[src/design/vrq_pkg.sv]
// Shared types and constants for the video RAM update queue.
package vrq_pkg;

   localparam int QUEUE_BYTES_DEFAULT = 192;

   // Request action codes
   localparam logic [2:0] ACT_CLEAR   = 3'd0;
   localparam logic [2:0] ACT_BEGIN   = 3'd1;
   localparam logic [2:0] ACT_PAYLOAD = 3'd2;
   localparam logic [2:0] ACT_FILL    = 3'd3;
   localparam logic [2:0] ACT_VBLANK  = 3'd4;
   localparam logic [2:0] ACT_DRAIN   = 3'd5;

   // Bus access kinds
   localparam logic [1:0] BUS_NONE   = 2'd0;
   localparam logic [1:0] BUS_STATUS = 2'd1;
   localparam logic [1:0] BUS_ADDR   = 2'd2;
   localparam logic [1:0] BUS_DATA   = 2'd3;

   typedef struct packed {
      logic [2:0]  action;
      logic [15:0] target_address;
      logic [7:0]  record_length;
      logic [7:0]  byte_value;
   } req_type;

   typedef struct packed {
      logic       accepted;
      logic       overflow_flag;
      logic [7:0] bytes_used;
      logic [1:0] bus_kind;
      logic [7:0] bus_byte;
      logic       drain_finished;
      logic [7:0] frame_count;
   } rsp_type;

   // Controller to datapath
   typedef struct packed {
      logic       load_item;
      logic       wr_en;
      logic [1:0] wr_k;
      logic       rd_en;
      logic       rd_second;
      logic       hold_capture;
      logic       commit;
   } dp_cmd_type;

   // Datapath to controller
   typedef struct packed {
      logic       wr_needed;
      logic [1:0] wr_last;
      logic       rd_needed;
      logic       rd_two;
      logic       out_free;
   } dp_status_type;

endpackage

[src/design/vrq_ctrl.sv]
// Sequencing state machine for the video RAM update queue.
module vrq_ctrl
   import vrq_pkg::*;
(
   input  logic          clock,
   input  logic          reset,
   input  logic          req_valid,
   output logic          req_stall,
   input  dp_status_type status,
   output dp_cmd_type    cmd
);

   typedef enum logic [2:0] {
      S_IDLE,
      S_EXEC,
      S_WRITE,
      S_READ,
      S_READ_B,
      S_FINISH
   } state_type;

   state_type  state_ff, state_in;
   logic [1:0] wr_k_ff, wr_k_in;

   always_comb begin
      state_in = state_ff;
      wr_k_in  = wr_k_ff;
      cmd      = '0;
      unique case (state_ff)
         S_IDLE: begin
            if (req_valid) begin
               cmd.load_item = 1'b1;
               state_in      = S_EXEC;
            end
         end
         S_EXEC: begin
            wr_k_in = 2'd0;
            if (status.wr_needed) begin
               state_in = S_WRITE;
            end else if (status.rd_needed) begin
               state_in = S_READ;
            end else begin
               state_in = S_FINISH;
            end
         end
         S_WRITE: begin
            cmd.wr_en = 1'b1;
            cmd.wr_k  = wr_k_ff;
            if (wr_k_ff == status.wr_last) begin
               state_in = S_FINISH;
            end else begin
               wr_k_in = wr_k_ff + 2'd1;
            end
         end
         S_READ: begin
            cmd.rd_en = 1'b1;
            state_in  = status.rd_two ? S_READ_B : S_FINISH;
         end
         S_READ_B: begin
            cmd.rd_en        = 1'b1;
            cmd.rd_second    = 1'b1;
            cmd.hold_capture = 1'b1;
            state_in         = S_FINISH;
         end
         S_FINISH: begin
            if (status.out_free) begin
               cmd.commit = 1'b1;
               state_in   = S_IDLE;
            end
         end
         default: state_in = S_IDLE;
      endcase
   end

   always_ff @(posedge clock) begin
      if (reset) begin
         state_ff <= S_IDLE;
         wr_k_ff  <= 2'd0;
      end else begin
         state_ff <= state_in;
         wr_k_ff  <= wr_k_in;
      end
   end

   assign req_stall = (state_ff != S_IDLE);

endmodule

[src/design/vrq_datapath.sv]
// Queue store, architectural state and result register of the update queue.
module vrq_datapath
   import vrq_pkg::*;
#(
   parameter int QUEUE_BYTES = QUEUE_BYTES_DEFAULT
)
(
   input  logic          clock,
   input  logic          reset,
   input  req_type       req_payload,
   input  dp_cmd_type    cmd,
   output dp_status_type status,
   output logic          rsp_valid,
   input  logic          rsp_stall,
   output rsp_type       rsp_payload
);

   localparam int AW = $clog2(QUEUE_BYTES);

   localparam logic [1:0] PH_STATUS = 2'd0;
   localparam logic [1:0] PH_ADDR_HI = 2'd1;
   localparam logic [1:0] PH_ADDR_LO = 2'd2;
   localparam logic [1:0] PH_DATA = 2'd3;

   logic [7:0] store_mem [QUEUE_BYTES];
   logic [7:0] rd_q_ff;
   logic [7:0] hold_ff;

   req_type    item_ff;

   logic [7:0] used_ff, used_in;
   logic       ovf_ff, ovf_in;
   logic [7:0] frame_ff, frame_in;
   logic [7:0] wi_ff, wi_in;
   logic [6:0] pay_rem_ff, pay_rem_in;
   logic       lit_open_ff, lit_open_in;
   logic       draining_ff, draining_in;
   logic [7:0] ri_ff, ri_in;
   logic [1:0] phase_ff, phase_in;
   logic [6:0] rec_rem_ff, rec_rem_in;
   logic       rec_fill_ff, rec_fill_in;

   logic       rsp_valid_ff, rsp_valid_in;
   rsp_type    rsp_ff, rsp_in;

   // Decode of the held transaction against current state
   logic       is_begin, is_fill, is_payload, is_drain;
   logic [9:0] need, fill_level;
   logic       hdr_ok, pay_ok;

   assign is_begin   = (item_ff.action == ACT_BEGIN);
   assign is_fill    = (item_ff.action == ACT_FILL);
   assign is_payload = (item_ff.action == ACT_PAYLOAD) && lit_open_ff && !draining_ff;
   assign is_drain   = (item_ff.action == ACT_DRAIN) && draining_ff;
   assign need       = is_begin ? ({2'b00, item_ff.record_length} + 10'd3) : 10'd4;
   assign fill_level = {2'b00, used_ff} + need;
   assign hdr_ok     = (is_begin || is_fill) && !draining_ff && !item_ff.record_length[7]
                       && (fill_level <= 10'(QUEUE_BYTES));
   assign pay_ok     = is_payload;

   always_comb begin
      status.wr_needed = hdr_ok || pay_ok;
      status.wr_last   = hdr_ok ? (is_fill ? 2'd3 : 2'd2) : 2'd0;
      status.rd_needed = is_drain && (phase_ff != PH_STATUS);
      status.rd_two    = (phase_ff == PH_ADDR_LO);
      status.out_free  = !rsp_valid_ff || !rsp_stall;
   end

   // Store port addressing
   logic [7:0] wr_addr, wr_data, rd_addr;

   always_comb begin
      wr_addr = (hdr_ok ? used_ff : wi_ff) + {6'd0, cmd.wr_k};
      wr_data = item_ff.byte_value;
      if (hdr_ok) begin
         case (cmd.wr_k)
            2'd0: wr_data = item_ff.target_address[15:8];
            2'd1: wr_data = item_ff.target_address[7:0];
            2'd2: wr_data = is_fill ? (item_ff.record_length | 8'h80)
                                    : item_ff.record_length;
            default: wr_data = item_ff.byte_value;
         endcase
      end
      rd_addr = ri_ff + {7'd0, status.rd_two} + {7'd0, cmd.rd_second};
   end

   always_ff @(posedge clock) begin
      if (cmd.wr_en && (wr_addr < 8'(QUEUE_BYTES))) begin
         store_mem[wr_addr[AW-1:0]] <= wr_data;
      end
      if (cmd.rd_en) begin
         rd_q_ff <= store_mem[rd_addr[AW-1:0]];
      end
   end

   // Next architectural state, applied on commit
   logic [8:0] ri_next;
   logic [6:0] rem_next;
   logic       rec_fill_next;
   logic       rec_end;

   always_comb begin
      used_in     = used_ff;
      ovf_in      = ovf_ff;
      frame_in    = frame_ff;
      wi_in       = wi_ff;
      pay_rem_in  = pay_rem_ff;
      lit_open_in = lit_open_ff;
      draining_in = draining_ff;
      ri_in       = ri_ff;
      phase_in    = phase_ff;
      rec_rem_in  = rec_rem_ff;
      rec_fill_in = rec_fill_ff;
      rsp_in      = '0;
      ri_next       = {1'b0, ri_ff};
      rem_next      = rec_rem_ff;
      rec_fill_next = rec_fill_ff;
      rec_end       = 1'b0;

      case (item_ff.action)
         ACT_CLEAR: begin
            used_in     = 8'd0;
            ovf_in      = 1'b0;
            lit_open_in = 1'b0;
            pay_rem_in  = 7'd0;
            draining_in = 1'b0;
            phase_in    = PH_STATUS;
         end
         ACT_BEGIN, ACT_FILL: begin
            if (!draining_ff) begin
               lit_open_in = 1'b0;
               pay_rem_in  = 7'd0;
               if (!hdr_ok) begin
                  ovf_in = 1'b1;
               end else begin
                  rsp_in.accepted = 1'b1;
                  if (is_fill) begin
                     used_in = fill_level[7:0];
                  end else if (item_ff.record_length == 8'd0) begin
                     used_in = used_ff + 8'd3;
                  end else begin
                     wi_in       = used_ff + 8'd3;
                     pay_rem_in  = item_ff.record_length[6:0];
                     lit_open_in = 1'b1;
                  end
               end
            end
         end
         ACT_PAYLOAD: begin
            if (pay_ok) begin
               wi_in      = wi_ff + 8'd1;
               pay_rem_in = pay_rem_ff - 7'd1;
               if (pay_rem_ff == 7'd1) begin
                  used_in     = wi_ff + 8'd1;
                  lit_open_in = 1'b0;
               end
            end
         end
         ACT_VBLANK: begin
            if (!draining_ff) begin
               lit_open_in = 1'b0;
               pay_rem_in  = 7'd0;
               if (used_ff == 8'd0) begin
                  frame_in = frame_ff + 8'd1;
               end else begin
                  draining_in = 1'b1;
                  ri_in       = 8'd0;
                  phase_in    = PH_STATUS;
               end
            end
         end
         ACT_DRAIN: begin
            if (draining_ff) begin
               case (phase_ff)
                  PH_STATUS: begin
                     rsp_in.bus_kind = BUS_STATUS;
                     phase_in        = PH_ADDR_HI;
                  end
                  PH_ADDR_HI: begin
                     rsp_in.bus_kind = BUS_ADDR;
                     rsp_in.bus_byte = rd_q_ff;
                     phase_in        = PH_ADDR_LO;
                  end
                  PH_ADDR_LO: begin
                     // rd_q holds the length byte, hold the address low byte
                     rsp_in.bus_kind = BUS_ADDR;
                     rsp_in.bus_byte = hold_ff;
                     rec_fill_next   = rd_q_ff[7];
                     rem_next        = rd_q_ff[6:0];
                     ri_next         = {1'b0, ri_ff} + 9'd3;
                     phase_in        = PH_DATA;
                     if (rem_next == 7'd0) begin
                        rec_end = 1'b1;
                        if (rec_fill_next) begin
                           ri_next = ri_next + 9'd1;
                        end
                     end
                  end
                  default: begin
                     rsp_in.bus_kind = BUS_DATA;
                     rsp_in.bus_byte = rd_q_ff;
                     if (!rec_fill_ff) begin
                        ri_next = ri_next + 9'd1;
                     end
                     rem_next = rec_rem_ff - 7'd1;
                     if (rem_next == 7'd0) begin
                        rec_end = 1'b1;
                        if (rec_fill_ff) begin
                           ri_next = ri_next + 9'd1;
                        end
                     end
                  end
               endcase
               if (phase_ff == PH_ADDR_LO || phase_ff == PH_DATA) begin
                  rec_fill_in = rec_fill_next;
                  rec_rem_in  = rem_next;
                  ri_in       = ri_next[7:0];
               end
               if (rec_end) begin
                  phase_in = PH_STATUS;
                  if (ri_next >= {1'b0, used_ff}) begin
                     used_in               = 8'd0;
                     draining_in           = 1'b0;
                     frame_in              = frame_ff + 8'd1;
                     rsp_in.drain_finished = 1'b1;
                  end
               end
            end
         end
         default: begin
         end
      endcase

      rsp_in.overflow_flag = ovf_in;
      rsp_in.bytes_used    = used_in;
      rsp_in.frame_count   = frame_in;
   end

   assign rsp_valid_in = cmd.commit || (rsp_valid_ff && rsp_stall);

   always_ff @(posedge clock) begin
      if (reset) begin
         used_ff      <= 8'd0;
         ovf_ff       <= 1'b0;
         frame_ff     <= 8'd0;
         wi_ff        <= 8'd0;
         pay_rem_ff   <= 7'd0;
         lit_open_ff  <= 1'b0;
         draining_ff  <= 1'b0;
         ri_ff        <= 8'd0;
         phase_ff     <= PH_STATUS;
         rec_rem_ff   <= 7'd0;
         rec_fill_ff  <= 1'b0;
         rsp_valid_ff <= 1'b0;
      end else begin
         rsp_valid_ff <= rsp_valid_in;
         if (cmd.commit) begin
            used_ff     <= used_in;
            ovf_ff      <= ovf_in;
            frame_ff    <= frame_in;
            wi_ff       <= wi_in;
            pay_rem_ff  <= pay_rem_in;
            lit_open_ff <= lit_open_in;
            draining_ff <= draining_in;
            ri_ff       <= ri_in;
            phase_ff    <= phase_in;
            rec_rem_ff  <= rec_rem_in;
            rec_fill_ff <= rec_fill_in;
         end
      end
   end

   always_ff @(posedge clock) begin
      if (cmd.load_item) begin
         item_ff <= req_payload;
      end
      if (cmd.hold_capture) begin
         hold_ff <= rd_q_ff;
      end
      if (cmd.commit) begin
         rsp_ff <= rsp_in;
      end
   end

   assign rsp_valid   = rsp_valid_ff;
   assign rsp_payload = rsp_ff;

endmodule

[src/design/video_ram_update_queue_core.sv]
// Top level of the video RAM update queue: controller plus datapath.
//
// req channel: one transaction per action (clear, literal begin, literal
//   payload byte, fill, vblank start, drain step), taken when req_valid is
//   high and req_stall is low.
// rsp channel: one result transaction per request, in order: accept flag,
//   sticky overflow, byte count, drain-step bus access, drain-finished, frames.
// Sequencing: one request at a time; after decode it makes one store access
//   a cycle (byte store), then commits. Clear, vblank start, a drain
//   status read and any rejected or ignored request access no byte; payload
//   bytes and address-high/data steps one; the address-low step two reads;
//   an accepted literal begin writes three bytes, an accepted fill four.
//   The result is valid the cycle after the request's last internal cycle.
// Reset: synchronous; empties the queue, clears overflow, frame counter and
//   drain state. Store contents are not cleared; only written bytes are read.
// Stall: a result waits in the output register while rsp_stall is high; the
//   next request is still taken and processed, then holds in its final cycle
//   until the output register frees up.
module video_ram_update_queue_core
   import vrq_pkg::*;
#(
   parameter int QUEUE_BYTES = QUEUE_BYTES_DEFAULT
)
(
   input  logic    clock,
   input  logic    reset,
   input  logic    req_valid,
   output logic    req_stall,
   input  req_type req_payload,
   output logic    rsp_valid,
   input  logic    rsp_stall,
   output rsp_type rsp_payload
);

   dp_cmd_type    cmd;
   dp_status_type status;

   // Sequencer: walks each transaction through its store accesses.
   vrq_ctrl u_ctrl (
      .clock     (clock),
      .reset     (reset),
      .req_valid (req_valid),
      .req_stall (req_stall),
      .status    (status),
      .cmd       (cmd)
   );

   // Store, queue/drain state and result register.
   vrq_datapath #(
      .QUEUE_BYTES (QUEUE_BYTES)
   ) u_datapath (
      .clock       (clock),
      .reset       (reset),
      .req_payload (req_payload),
      .cmd         (cmd),
      .status      (status),
      .rsp_valid   (rsp_valid),
      .rsp_stall   (rsp_stall),
      .rsp_payload (rsp_payload)
   );

   // Published length never exceeds capacity.
   a_used_in_range: assert property (@(posedge clock) disable iff (reset)
      rsp_valid |-> (rsp_payload.bytes_used <= 8'(QUEUE_BYTES)))
      else $error("bytes_used beyond queue capacity");

   // The end of a drain is a bus access and leaves the queue empty.
   a_finish_empties: assert property (@(posedge clock) disable iff (reset)
      (rsp_valid && rsp_payload.drain_finished) |->
         (rsp_payload.bytes_used == 8'd0 && rsp_payload.bus_kind != BUS_NONE))
      else $error("drain finished without emptying the queue");

   // One transaction in flight: taking a request makes the block busy.
   a_busy_after_accept: assert property (@(posedge clock) disable iff (reset)
      (req_valid && !req_stall) |=> req_stall)
      else $error("request channel open while a transaction is in progress");

   // A queued request is never also a bus access.
   a_accept_no_bus: assert property (@(posedge clock) disable iff (reset)
      (rsp_valid && rsp_payload.accepted) |-> (rsp_payload.bus_kind == BUS_NONE))
      else $error("accepted request reported a bus access");

endmodule
[config.mk]
export PLATFORM = sky130hd
export DESIGN_NAME = video_ram_update_queue_core
export DESIGN_NICKNAME = d
export VERILOG_FILES = /design/src/design/vrq_pkg.sv /design/src/design/vrq_ctrl.sv /design/src/design/vrq_datapath.sv /design/src/design/video_ram_update_queue_core.sv
export SDC_FILE = /design/constraint.sdc
export NUM_CORES = 2
export LEC_CHECK = 0
export CORE_UTILIZATION = 57
export DETAILED_ROUTE_END_ITERATION = 10
export DONT_BUFFER_PORTS = 1
export PLACE_DENSITY = 0.81
export REMOVE_ABC_BUFFERS = 1
export SLEW_MARGIN = 20
export SYNTH_ARGS = -nofsm -noshare
export SYNTH_HDL_FRONTEND = slang
export SYNTH_HIERARCHICAL = 1
export SYNTH_SLANG_ARGS = --single-unit
[constraint.sdc]
create_clock -name clock -period 12.55 [get_ports clock]
set_clock_uncertainty 0.15 [all_clocks]
set_input_delay 0.6275 -clock clock [delete_from_list [all_inputs] [get_ports clock]]
set_output_delay 0.6275 -clock clock [all_outputs]
set_load 0.01 [all_outputs]
==> impl.org <==
** Logic synthesis
- Adder and majority cell fraction of the synthesized area :: 0.00743
- Of the post-synthesis cell area, the part taken by muxes is 0.169.
- The cell count after synthesis came out at 3557.
- Of all cell types, the one taking the most synthesized area is edfxtp_1.
- Synthesized flop and latch total :: 1674
- The synthesized-area fraction occupied by ao, oa, aoi and oai cells is 0.0313.
- Synthesized area per cell :: 19.3 sq um
- In this run, synthesis inferred 1616 flip-flops with an integrated enable.
- Most repeated cell in the gate-level netlist after synthesis :: edfxtp_1
- By area, the combinational part of the netlist is dominated by multiplexers.
- Post-synthesis cell type count :: 89
- Primary FF master, synth :: edfxtp_1
- Of the post-synthesis cell area, the dominant cell type holds 0.706.
- List of most frequent post-synthesis cells :: 1616 x edfxtp_1, 488 x mux4_2, 279 x nor2_1, 144 x nand2_1, 95 x clkbuf_1
- Summing every instance area after synthesis gives 68700 sq um.
- Warnings, synthesis :: 6
- After synthesis, the cell types taking the most area are edfxtp_1 71%, mux4_2 16%, dfxtp_1 1.7%.
- Of the synthesized area, sequential elements account for 0.723.
- FFs w/ async S/R, synth :: 0
- Of the total synthesized cell area, the portion taken by XOR and XNOR cells is 0.00765.
- Of the total synthesized cell area, the portion taken by AND, OR, NAND and NOR gates is 0.0454.

** Finish
- Share of cells above drive strength 1 :: 0.239
- For this run, the post-layout net count is 3683.
- Excluding fillers, the count of instances in the completed layout stands at 5346.
- After filler insertion, the fill cell instance count of the layout stands at 7445.
- The area growth from synthesis to layout is 11.0%.
- Storage cell area :: 49700 sq um
- Once layout is complete, the utilization of the core stands at 0.637.
- In the final layout, the multi-input gates occupy 18400 sq um.

** Worst setup path
- STA classifies the critical path startpoint as a flip-flop.
- The largest single stage delay on the critical path is 900 ps.
- WS Path Type :: flip-flop to flip-flop
- Crit Path Max Fanout :: 30
- Signal arrival time at the worst endpoint :: 8450 ps
- At the worst endpoint, the required time is 12790 ps.
- STA classifies the critical path endpoint as a flip-flop.
- Crit path max-delay cell type :: nor3_1
- Walking the worst path, the cells encountered are nor2b_1, nand2_1, nor2_1, ha_1, inv_1, fa_1, nor2b_1, o22ai_1, xnor2_1, nor4b_2, o32ai_4, buf_4, o21ai_0, ha_1, fa_1, nand3_1, nor2_1, xnor2_1, nand3_1, mux2i_1, mux2i_4, buf_4, nor3_1.

** Power and ir drop
- In this run the power density over the cells is 163 nW/um^2.
- The internal portion of the total power is 0.00950 W.
- Of the total power, the share spent switching nets is 0.235.
- Of the total power, combinational logic draws 0.094.
- Overall power consumption after layout is estimated at 0.0124 W.
- Leakage dissipation :: 23.0 nW
- Summed over all nets, the switching power comes to 0.00292 W.
- Maximum VDD drop :: 0.147 mV
- Reg power frac :: 0.523
- Of the total power, the clock network draws 0.383.

** Clocking
- The tree is rooted in a clkbuf_16.
- The H-tree was split into 4 levels.
- Inserted Clock Buffers :: 158
- Setup bufs post-CTS :: 0
- TritonCTS clock tree :: yes
- The clock reaches the later pin of the worst-skew pair after 780 ps.
- TritonCTS Sinks :: 1674
- CTS max path bufs :: 3
- CTS clk-pin slew, worst paths :: 60 ps

** Place
- Routability cong. :: 0.914
- After detailed placement, the design holds a cell count of 5018.
- Port Buf Inserts :: 0
- Detailed placement HPWL :: 93100 um

** Timing
- The number of pins exceeding their max-slew limit in the final report is 0.
- Setup repair after global routing left no endpoint under its margin.
- The final hold violation count came to 0.
- Final number of setup-violating endpoints :: 0
- Derived from the worst setup path, the maximum achievable clock frequency is 0.122 GHz.
- For the pin with the worst max-slew slack, the measured transition is 1350 ps.
- The worst pin sits at a relative slew slack of 0.100.
- Worst hold slack :: 41.5 ps
- Final worst path period share :: 0.654
- Subtracting the final worst setup slack from the clock period gives 8210 ps.

** Global route
- All-Layer GR Usage :: 0.294
- Leftover overflow at the end of global routing :: 0
- The first global-routing pass estimated 258000 um of wire.
- The number of antenna violations at the first check in global routing is 10.
- Maximum number of pins on one net before global-route repair :: 193
- The number of global-route vias before repair was 36900.

** Route
- Count of vias placed by the detailed router :: 37400
- 1st-iter DRT viols :: 5608
- Number of antenna-violating nets in the routed design :: 0
- Vias per inst :: 6.99
- Detailed-router iteration count before antenna repair :: 7
- For this run, design rule violations remaining after detail routing come to 0.
- Total wirelength of the detailed-routed design :: 177000 um
- Per-cell routed wire length :: 33.1 um

** Floorplan
- Area enclosed by the die boundary :: 122000 sq um
- Vertical die dimension :: 349 um
- The total area inside the core boundary comes to 120000 sq um.
- Initial Util :: 0.574
- Width of the chip :: 349 um
- Row count :: 127
- During I/O placement, the number of pins put on the boundary was 70.

** Flow run
- Across the run, the number of max-cap violations was 0.

** Hold path
- Hold WC Path Type :: input pin to flip-flop

** Outcome
- The flow ran to the end, and the final reports show no timing, DRC or antenna violations.
-- metal layers --
layer / wire (um) / up-vias / part of all wire / global-route usage
met3: 20900 / 539 / 0.12 / 0.0717
li1: - / 14700 / - / -
met4: 8650 / 16 / 0.049 / 0.133
met2: 85600 / 2987 / 0.48 / 0.463
met1: 61800 / 19100 / 0.35 / 0.390
met5: 151 / - / 0.00085 / 0.00600
-- power by group through the flow --
stage	combinational [W]	sequential, W	clock [W]
2_1_floorplan	0.000979	0.00679	0
3_3_place_gp	0.00110	0.00661	0
3_5_place_dp	0.00113	0.00661	0
4_1_cts	0.00117	0.00649	0.00480
5_1_grt	0.00123	0.00650	0.00499
6_report	0.00117	0.00650	0.00476
-- worst paths after layout --
kind	start	end	slack, ps	cells after the start
setup / recovery	u_datapath/item_ff[32]$_DFFE_PP_	u_datapath/store_mem[164][1]$_DFFE_PP_	4340	23
hold reg to reg	u_datapath/ovf_ff$_SDFFE_PP0P_	u_datapath/ovf_ff$_SDFFE_PP0P_	330	2
hold / removal	reset	u_datapath/pay_rem_ff[6]$_SDFFE_PP0P_	40	2
setup reg to reg	u_datapath/item_ff[32]$_DFFE_PP_	u_datapath/store_mem[164][1]$_DFFE_PP_	4340	23
-- placed cells by master (no fill, tap or decap), types with 12 or more instances in the layout --
master and instances:
buf_12 12, nor2_1 278, dlygate4sd3_1 38, o21ai_0 69
a22o_1 20, clkinvlp_4 14, xnor2_1 38, and3_1 12
mux4_2 488, buf_4 40, or3_1 13, edfxtp_1 1616
bufinv_16 12, nand2_1 144, clkinv_1 29, clkbuf_1 22
inv_1 36, a21oi_1 71, mux2i_1 28, clkbuf_16 163
nand3_1 41, nand4_1 17, mux2_2 16, nor3_1 48
clkinv_2 31, dfxtp_1 58, a221oi_1 18, ha_1 35
nor3_2 44, a22oi_1 20, xor2_1 18, o211ai_1 12
a31oi_1 13
-- kinds of logic after synthesis --
logic type	Yosys count
buf+inv	244
flops	1674
mux	542
compound gates	319
fa+ha+maj	39
simple gates	679
xor+xnor	60
-- sequential cells by signal (all words and copies together) (netlist names), 3 cells and up --
| name | cells |
|---|---|
| u_datapath/item_ff | 35 |
| u_ctrl/state_ff | 3 |
| u_datapath/used_ff | 8 |
| u_datapath/store_mem | 1536 |
| u_datapath/frame_ff | 8 |
| u_datapath/hold_ff | 8 |
| u_datapath/rd_q_ff | 8 |
| u_datapath/ri_ff | 8 |
| u_datapath/wi_ff | 8 |
| u_datapath/rsp_payload | 29 |
| u_datapath/rec_rem_ff | 7 |
| u_datapath/pay_rem_ff | 7 |
-- metrics by stage --
stage	TNS, ps	instance area [sq um]	worst slack [ps]
after floorplan	-845530	67700	-7190
after global placement	0	70500	4930
after detailed placement	0	70500	4620
after CTS	0	76000	4410
after global routing	0	76300	3850
final	0	76300	4340
-- timing repair --
item,in CTS,in global routing
hold buffers,39,0
setup endpoints to repair,0,0
resized for setup,0,0
hold endpoints to repair,90,0
-- cell type report --
cell class,instances,share of cell area
antenna,1,0.0000328
clock inverter,98,0.0113
inverter,41,0.00202
sequential,1674,0.651
multi-input combinational,1639,0.241
tap,1612,0.0264
timing repair buffer,91,0.0124
clock buffer,190,0.0555
-- worst max-delay path: cells and delay by family (launching register included) --
family / cells / cell delay, ps
AOI/OAI and AO/OA: 3 / 530
xor gates and xnor gates: 2 / 460
adders and majority gates: 4 / 1490
buffers and inverters: 3 / 730
DFF: 1 / 700
muxes: 2 / 720
and+or+nand+nor: 9 / 3030
Note: power is estimated with default switching activity, not from simulation.
